<file path="src/hw/rtl/dtq_pkg.sv">
// Deadline timer queue package: status codes, field widths and result limit.
// No dependencies; imported by the top level and its checker.
package dtq_pkg;

   localparam int HANDLE_W   = 16;
   localparam int WAIT_W     = 16;
   localparam int TIME_W     = 32;
   localparam int DEADLINE_W = 33;
   localparam int STATUS_W   = 2;

   localparam int MAX_RESULTS = 16;
   localparam int EMIT_W      = $clog2(MAX_RESULTS);

   localparam logic OP_INSERT = 1'b0;
   localparam logic OP_POLL   = 1'b1;

   localparam logic [STATUS_W-1:0] ST_INSERTED = 2'd0;
   localparam logic [STATUS_W-1:0] ST_FULL     = 2'd1;
   localparam logic [STATUS_W-1:0] ST_DUE      = 2'd2;
   localparam logic [STATUS_W-1:0] ST_NONE_DUE = 2'd3;

endpackage

</file>
<file path="src/hw/rtl/deadline_timer_queue.sv">
// Deadline timer queue: insert gives one response in the cycle after the request.
// A poll scans the slot memory once per due task, up to MAX_RESULTS responses:
// each due response takes one memory read per slot, then the emit step, and a
// poll with nothing due gives a single response after its scan.
// busy stays high until the last response of a poll; the receiver cannot stall.
// Reset clears the valid bits at once; the slot memory needs no clearing pass.
module deadline_timer_queue
   import dtq_pkg::*;
#(
   parameter int CAPACITY = 16
) (
   input  logic                  clock,
   input  logic                  reset,
   input  logic                  start,
   output logic                  busy,
   input  logic                  req_operation,
   input  logic [HANDLE_W-1:0]   req_task_handle,
   input  logic [WAIT_W-1:0]     req_wait_ticks,
   input  logic [TIME_W-1:0]     req_current_time,
   output logic                  rsp_strobe,
   output logic [STATUS_W-1:0]   rsp_status,
   output logic [HANDLE_W-1:0]   rsp_due_handle,
   output logic [DEADLINE_W-1:0] rsp_due_deadline,
   output logic                  rsp_last
);

   localparam int IDX_W  = (CAPACITY > 1) ? $clog2(CAPACITY) : 1;
   localparam int CNT_W  = $clog2(CAPACITY + 1);
   localparam int WORD_W = HANDLE_W + DEADLINE_W;
   localparam logic [IDX_W-1:0] LAST_IDX = IDX_W'(CAPACITY - 1);

   typedef enum logic [1:0] {
      S_IDLE,
      S_SCAN,
      S_EMIT
   } state_type;

   // slot memory: {handle, deadline}
   logic [WORD_W-1:0] slot_mem [CAPACITY];
   logic [WORD_W-1:0] mem_rd_ff;

   state_type             state_ff, state_in;
   logic [CAPACITY-1:0]   valid_ff, valid_in;
   logic [DEADLINE_W-1:0] now_ff, now_in;
   logic [IDX_W-1:0]      scan_idx_ff, scan_idx_in;
   logic                  issue_ff, issue_in;
   logic                  rd_pend_ff, rd_pend_in;
   logic [IDX_W-1:0]      rd_idx_ff, rd_idx_in;
   logic                  best_vld_ff, best_vld_in;
   logic [IDX_W-1:0]      best_idx_ff, best_idx_in;
   logic [DEADLINE_W-1:0] best_dl_ff, best_dl_in;
   logic [HANDLE_W-1:0]   best_hdl_ff, best_hdl_in;
   logic [CNT_W-1:0]      count_ff, count_in;
   logic [EMIT_W-1:0]     emit_ff, emit_in;

   logic                  rsp_strobe_ff, rsp_strobe_in;
   logic [STATUS_W-1:0]   rsp_status_ff, rsp_status_in;
   logic [HANDLE_W-1:0]   rsp_handle_ff, rsp_handle_in;
   logic [DEADLINE_W-1:0] rsp_dl_ff, rsp_dl_in;
   logic                  rsp_last_ff, rsp_last_in;

   logic                  accept;
   logic                  free_found;
   logic [IDX_W-1:0]      free_idx;
   logic                  wr_en;
   logic [DEADLINE_W-1:0] new_dl;
   logic [HANDLE_W-1:0]   rd_hdl;
   logic [DEADLINE_W-1:0] rd_dl;
   logic                  rd_due;
   logic                  emit_last;

   assign accept = start && (state_ff == S_IDLE);
   assign new_dl = DEADLINE_W'(req_current_time) + DEADLINE_W'(req_wait_ticks);
   assign wr_en  = accept && (req_operation == OP_INSERT) && free_found;
   assign rd_hdl = mem_rd_ff[WORD_W-1 -: HANDLE_W];
   assign rd_dl  = mem_rd_ff[DEADLINE_W-1:0];
   assign rd_due = rd_pend_ff && valid_ff[rd_idx_ff] && (rd_dl <= now_ff);
   assign emit_last = (count_ff == CNT_W'(1)) || (emit_ff == EMIT_W'(MAX_RESULTS - 1));

   always_comb begin
      free_found = 1'b0;
      free_idx   = '0;
      for (int i = CAPACITY - 1; i >= 0; i--) begin
         if (!valid_ff[i]) begin
            free_found = 1'b1;
            free_idx   = IDX_W'(i);
         end
      end
   end

   // hold read data in a register behind the scan address
   always_ff @(posedge clock) begin
      if (wr_en) begin
         slot_mem[free_idx] <= {req_task_handle, new_dl};
      end
      mem_rd_ff <= slot_mem[scan_idx_ff];
   end

   always_comb begin
      state_in      = state_ff;
      valid_in      = valid_ff;
      now_in        = now_ff;
      scan_idx_in   = scan_idx_ff;
      issue_in      = issue_ff;
      rd_pend_in    = (state_ff == S_SCAN) && issue_ff;
      rd_idx_in     = scan_idx_ff;
      best_vld_in   = best_vld_ff;
      best_idx_in   = best_idx_ff;
      best_dl_in    = best_dl_ff;
      best_hdl_in   = best_hdl_ff;
      count_in      = count_ff;
      emit_in       = emit_ff;
      rsp_strobe_in = 1'b0;
      rsp_status_in = rsp_status_ff;
      rsp_handle_in = rsp_handle_ff;
      rsp_dl_in     = rsp_dl_ff;
      rsp_last_in   = rsp_last_ff;

      case (state_ff)
         S_IDLE: begin
            if (accept) begin
               if (req_operation == OP_INSERT) begin
                  rsp_strobe_in = 1'b1;
                  rsp_status_in = free_found ? ST_INSERTED : ST_FULL;
                  rsp_handle_in = '0;
                  rsp_dl_in     = '0;
                  rsp_last_in   = 1'b1;
                  if (free_found) begin
                     valid_in[free_idx] = 1'b1;
                  end
               end else begin
                  state_in    = S_SCAN;
                  now_in      = DEADLINE_W'(req_current_time);
                  scan_idx_in = '0;
                  issue_in    = 1'b1;
                  best_vld_in = 1'b0;
                  count_in    = '0;
                  emit_in     = '0;
               end
            end
         end
         S_SCAN: begin
            if (issue_ff) begin
               if (scan_idx_ff == LAST_IDX) begin
                  issue_in = 1'b0;
               end else begin
                  scan_idx_in = scan_idx_ff + 1'b1;
               end
            end
            if (rd_due) begin
               count_in = count_ff + 1'b1;
               if (!best_vld_ff || (rd_dl < best_dl_ff)) begin
                  best_vld_in = 1'b1;
                  best_idx_in = rd_idx_ff;
                  best_dl_in  = rd_dl;
                  best_hdl_in = rd_hdl;
               end
            end
            if (rd_pend_ff && (rd_idx_ff == LAST_IDX)) begin
               state_in = S_EMIT;
            end
         end
         S_EMIT: begin
            rsp_strobe_in = 1'b1;
            if (count_ff == '0) begin
               rsp_status_in = ST_NONE_DUE;
               rsp_handle_in = '0;
               rsp_dl_in     = '0;
               rsp_last_in   = 1'b1;
               state_in      = S_IDLE;
            end else begin
               rsp_status_in         = ST_DUE;
               rsp_handle_in         = best_hdl_ff;
               rsp_dl_in             = best_dl_ff;
               rsp_last_in           = emit_last;
               valid_in[best_idx_ff] = 1'b0;
               if (emit_last) begin
                  state_in = S_IDLE;
               end else begin
                  state_in    = S_SCAN;
                  emit_in     = emit_ff + 1'b1;
                  scan_idx_in = '0;
                  issue_in    = 1'b1;
                  best_vld_in = 1'b0;
                  count_in    = '0;
               end
            end
         end
         default: begin
            state_in = S_IDLE;
         end
      endcase
   end

   always_ff @(posedge clock) begin
      if (reset) begin
         state_ff      <= S_IDLE;
         valid_ff      <= '0;
         issue_ff      <= 1'b0;
         rd_pend_ff    <= 1'b0;
         rsp_strobe_ff <= 1'b0;
      end else begin
         state_ff      <= state_in;
         valid_ff      <= valid_in;
         issue_ff      <= issue_in;
         rd_pend_ff    <= rd_pend_in;
         rsp_strobe_ff <= rsp_strobe_in;
      end
      now_ff        <= now_in;
      scan_idx_ff   <= scan_idx_in;
      rd_idx_ff     <= rd_idx_in;
      best_vld_ff   <= best_vld_in;
      best_idx_ff   <= best_idx_in;
      best_dl_ff    <= best_dl_in;
      best_hdl_ff   <= best_hdl_in;
      count_ff      <= count_in;
      emit_ff       <= emit_in;
      rsp_status_ff <= rsp_status_in;
      rsp_handle_ff <= rsp_handle_in;
      rsp_dl_ff     <= rsp_dl_in;
      rsp_last_ff   <= rsp_last_in;
   end

   assign busy             = (state_ff != S_IDLE);
   assign rsp_strobe       = rsp_strobe_ff;
   assign rsp_status       = rsp_status_ff;
   assign rsp_due_handle   = rsp_handle_ff;
   assign rsp_due_deadline = rsp_dl_ff;
   assign rsp_last         = rsp_last_ff;

endmodule

</file>
<file path="config.mk">
export PLATFORM = sky130hd
export DESIGN_NAME = deadline_timer_queue
export DESIGN_NICKNAME = d
export VERILOG_FILES = /design/src/hw/rtl/dtq_pkg.sv /design/src/hw/rtl/deadline_timer_queue.sv
export SDC_FILE = /design/constraint.sdc
export NUM_CORES = 1
export LEC_CHECK = 0
export BUFFER_PORTS_ARGS = -buffer_cell sky130_fd_sc_hd__buf_2
export CAP_MARGIN = 15
export CORE_ASPECT_RATIO = 0.7
export CORE_MARGIN = 4
export CORE_UTILIZATION = 50
export CTS_CLUSTER_SIZE = 28
export DETAILED_ROUTE_END_ITERATION = 8
export PLACE_DENSITY = 0.79
export SETUP_SLACK_MARGIN = 0.2
export SYNTH_ARGS = -nofsm -noshare
export SYNTH_HDL_FRONTEND = slang
export SYNTH_SLANG_ARGS = --single-unit
</file>
<file path="constraint.sdc">
create_clock -name clock -period 5.5 [get_ports clock]
set_clock_uncertainty 0.2 [all_clocks]
set_input_delay 0.55 -clock clock [delete_from_list [all_inputs] [get_ports clock]]
set_output_delay 0.55 -clock clock [all_outputs]
set_load 0.005 [all_outputs]
</file>
==> results.json <==
{
  "status": "complete, no violations",
  "antenna_found_initial": 5,
  "fin_util_pct": 58.37,
  "dp_hpwl_mm": 51.63,
  "setup_tns_ns": 0,
  "synth-simple-area-share_pct": 3.330,
  "postCtsSetupBuffers": 0,
  "routed_wl_mm": 92.79,
  "cts.clk_slew.worst_paths_ns": 0.06,
  "period_needed_ns": 4.464,
  "initial_core_util_pct": 50.88,
  "async_reset_ff_share_pct": 0,
  "drtIter0Drc": 2930,
  "cts_buffer_depth": 3,
  "synth_xor_area_share_pct": 0.7548,
  "fmax_mhz": 224.0,
  "setup_ws_ns": 1.036,
  "syn2layout_area_growth_pct": 14.70,
  "wire_per_inst_um": 28.15,
  "ios": 122,
  "grt_usage_pct": 22.19,
  "antenna_left": 0,
  "vdd_drop_max_mv": 0.2567,
  "grt_max_degree": 154,
  "coreArea_um2": 77530,
  "worstSetupPathType": "in -> reg",
  "synth-compound-area-share_pct": 2.458,
  "power_density_nw_per_um2": 369.6,
  "critPathMaxFanout": 16,
  "slew_headroom_pct": 24.85,
  "startpoint_type": "input port",
  "dp_slack_ns": 1.003,
  "final_cell_count_no_fill": 3296,
  "cp-end-kind": "flip-flop",
  "ctsHoldBuffers": 31,
  "htreeDepth": 3,
  "cts_tree": "done",
  "fp.dieW_um": 343.7,
  "nets": 2329,
  "finalCritPeriodShare_pct": 81.16,
  "dpl.cell_count": 3081,
  "synthMuxAreaShare_pct": 14.21,
  "synth-edff-count": 935,
  "p_leak_nw": 15.10,
  "ys_seq_elements": 1009,
  "std_cell_rows": 85,
  "yosysUniqueCellTypes": 63,
  "cp.arrival_ns": 4.56,
  "synth_nets": 2104,
  "grt_pass1_vias": 20520,
  "synth_top_family_by_area": "multiplexers",
  "dieArea_um2": 83530,
  "cts.sinks": 1009,
  "most-common-layout-cells": "edfxtp_1, mux4_2, buf_2, clkbuf_16",
  "syn_area_um2": 39450,
  "grt_overflow": 0,
  "globalplace.congestion": 0.8905,
  "yosys_warnings": 0,
  "ys_seq_area_share_pct": 74.93,
  "antenna_cells": 0,
  "maxSlewViolCount": 0,
  "tightestPinTransition_ns": 1.126,
  "die_y_um": 243.0,
  "power.total_mw": 16.72,
  "io_buffers": 121,
  "cts_buffers": 92,
  "synth_cells": 1950,
  "rsz0062_at_grt": "false",
  "max_cap_violations": 0,
  "cts_resized": 0,
  "worst_skew_pair.late_latency_ns": 0.66,
  "setup_viol": 0,
  "crit_required_ns": 5.59,
  "vias": 20440,
  "hold_viol_final": 0,
  "firstDrtPassIters": 7,
  "grt_pass1_wl_mm": 136.5,
  "synth_flop_cell": "edfxtp_1",
  "hold_class": "in -> reg",
  "route.detailed.drc": 0,
  "routed_via_density": 6.201,
  "layout_commonest_cell": "edfxtp_1",
  "synthAdderAreaFrac_pct": 2.747,
  "num-fill-cells": 5323,
  "root_buffer": "clkbuf_16",
  "synth.avg_cell_area_um2": 20.23,
  "drive_gt1_share_pct": 27.00
}
-- logic make-up after synthesis --
kind of cell | after synthesis
xor gates and xnor gates | 34
AOI/OAI and AO/OA | 149
and+or+nand+nor | 262
muxes | 253
DFF | 1009
buffers and inverters | 157
adders and majority gates | 86
-- state kept, by name, summed over array words and instances, names as in the netlist, 2 cells and up --
register,flops
slot_mem,784
emit_ff,4
rd_idx_ff,4
count_ff,5
best_idx_ff,4
best_hdl_ff,16
valid_ff,16
rsp_due_deadline,33
state_ff,2
best_dl_ff,33
mem_rd_ff,49
rsp_status,2
rsp_due_handle,16
now_ff,32
rd_idx_in,4
-- critical path, stage by stage --
cell and delay [ns]:
dlygate4sd3_1 0.53, buf_2 0.12, ha_1 0.19, inv_1 0.07, fa_1 0.26, nor2b_4 0.06
o31ai_1 0.60, a211oi_1 0.18, o31a_1 0.33, o31ai_4 0.66, nor2_1 0.12, xor2_1 0.88
-- metrics by stage --
stage | hold WS, ns | cell area (um2)
final | 0.03843 | 45250
after global routing | 0.009863 | 45250
after CTS | 0.003883 | 45140
after detailed placement | 0.1920 | 41590
after global placement | 0.1909 | 41590
after floorplan | 0.1462 | 39460
-- final cells by class --
| class | count | area, um2 | share of cell area (%) |
|---|---|---|---|
| repair buffers | 202 | 1408 | 3.111 |
| flip-flops and latches | 1009 | 29560 | 65.32 |
| inverters | 86 | 324.1 | 0.7161 |
| well taps | 1044 | 1306 | 2.887 |
| clock inverters | 49 | 624.3 | 1.380 |
| clock buffers | 122 | 2619 | 5.787 |
| multi-input cells | 784 | 9412 | 20.80 |
-- synth_stat cells, types with 3 or more instances --
library cell / instances / area (um2)
o41ai_1: 6 / 52.55
ha_1: 85 / 1064
and2_1: 20 / 125.1
and4_1: 5 / 43.79
nand3_1: 23 / 115.1
buf_1: 5 / 18.77
o22a_1: 3 / 26.28
xor2_1: 14 / 122.6
mux4_2: 245 / 5518
mux2_2: 6 / 67.56
buf_2: 19 / 95.09
edfxtp_1: 935 / 28080
or3_1: 4 / 25.02
a21oi_1: 44 / 220.2
clkbuf_1: 45 / 168.9
nand2_1: 44 / 165.2
nand4_1: 16 / 100.1
a21o_1: 9 / 67.56
a211oi_1: 8 / 60.06
nor3b_1: 3 / 22.52
nor3_1: 13 / 65.06
o21a_1: 5 / 37.54
o22ai_1: 12 / 75.07
o211ai_1: 4 / 30.03
inv_1: 86 / 322.8
nor2b_1: 12 / 75.07
o21ai_0: 34 / 170.2
or2_2: 11 / 68.82
xnor2_1: 20 / 175.2
a221oi_1: 3 / 26.28
dfxtp_1: 74 / 1481
and3_1: 4 / 25.02
nor2_1: 87 / 326.6
nand2b_1: 8 / 50.05
-- worst paths after layout --
| kind | start | endpoint | slack, ns | cells past startpoint |
|---|---|---|---|---|
| worst min register to register | mem_rd_ff[33] | best_hdl_ff[0] | 0.20 | 0 |
| worst min-delay path | req_current_time[16] | now_ff[16] | 0.04 | 1 |
| worst max-delay path | req_current_time[0] | slot_mem[0][20] | 1.04 | 12 |
| worst max register to register | mem_rd_ff[27] | best_hdl_ff[13] | 1.69 | 9 |
-- routing by layer --
layer  GRT usage [%]  wire length, um
met1           32.55            37110
met3           4.753             9404
met2           34.75            44390
met4           4.817             1866
met5               0               23
-- report_power, final --
group          total [mW]  internal, mW  switching [mW]
clock                6.78          3.93            2.84
combinational        1.23         0.521           0.706
sequential           8.72          8.63          0.0933
total                16.7          13.1            3.64
(Power assumes the default switching activity.)
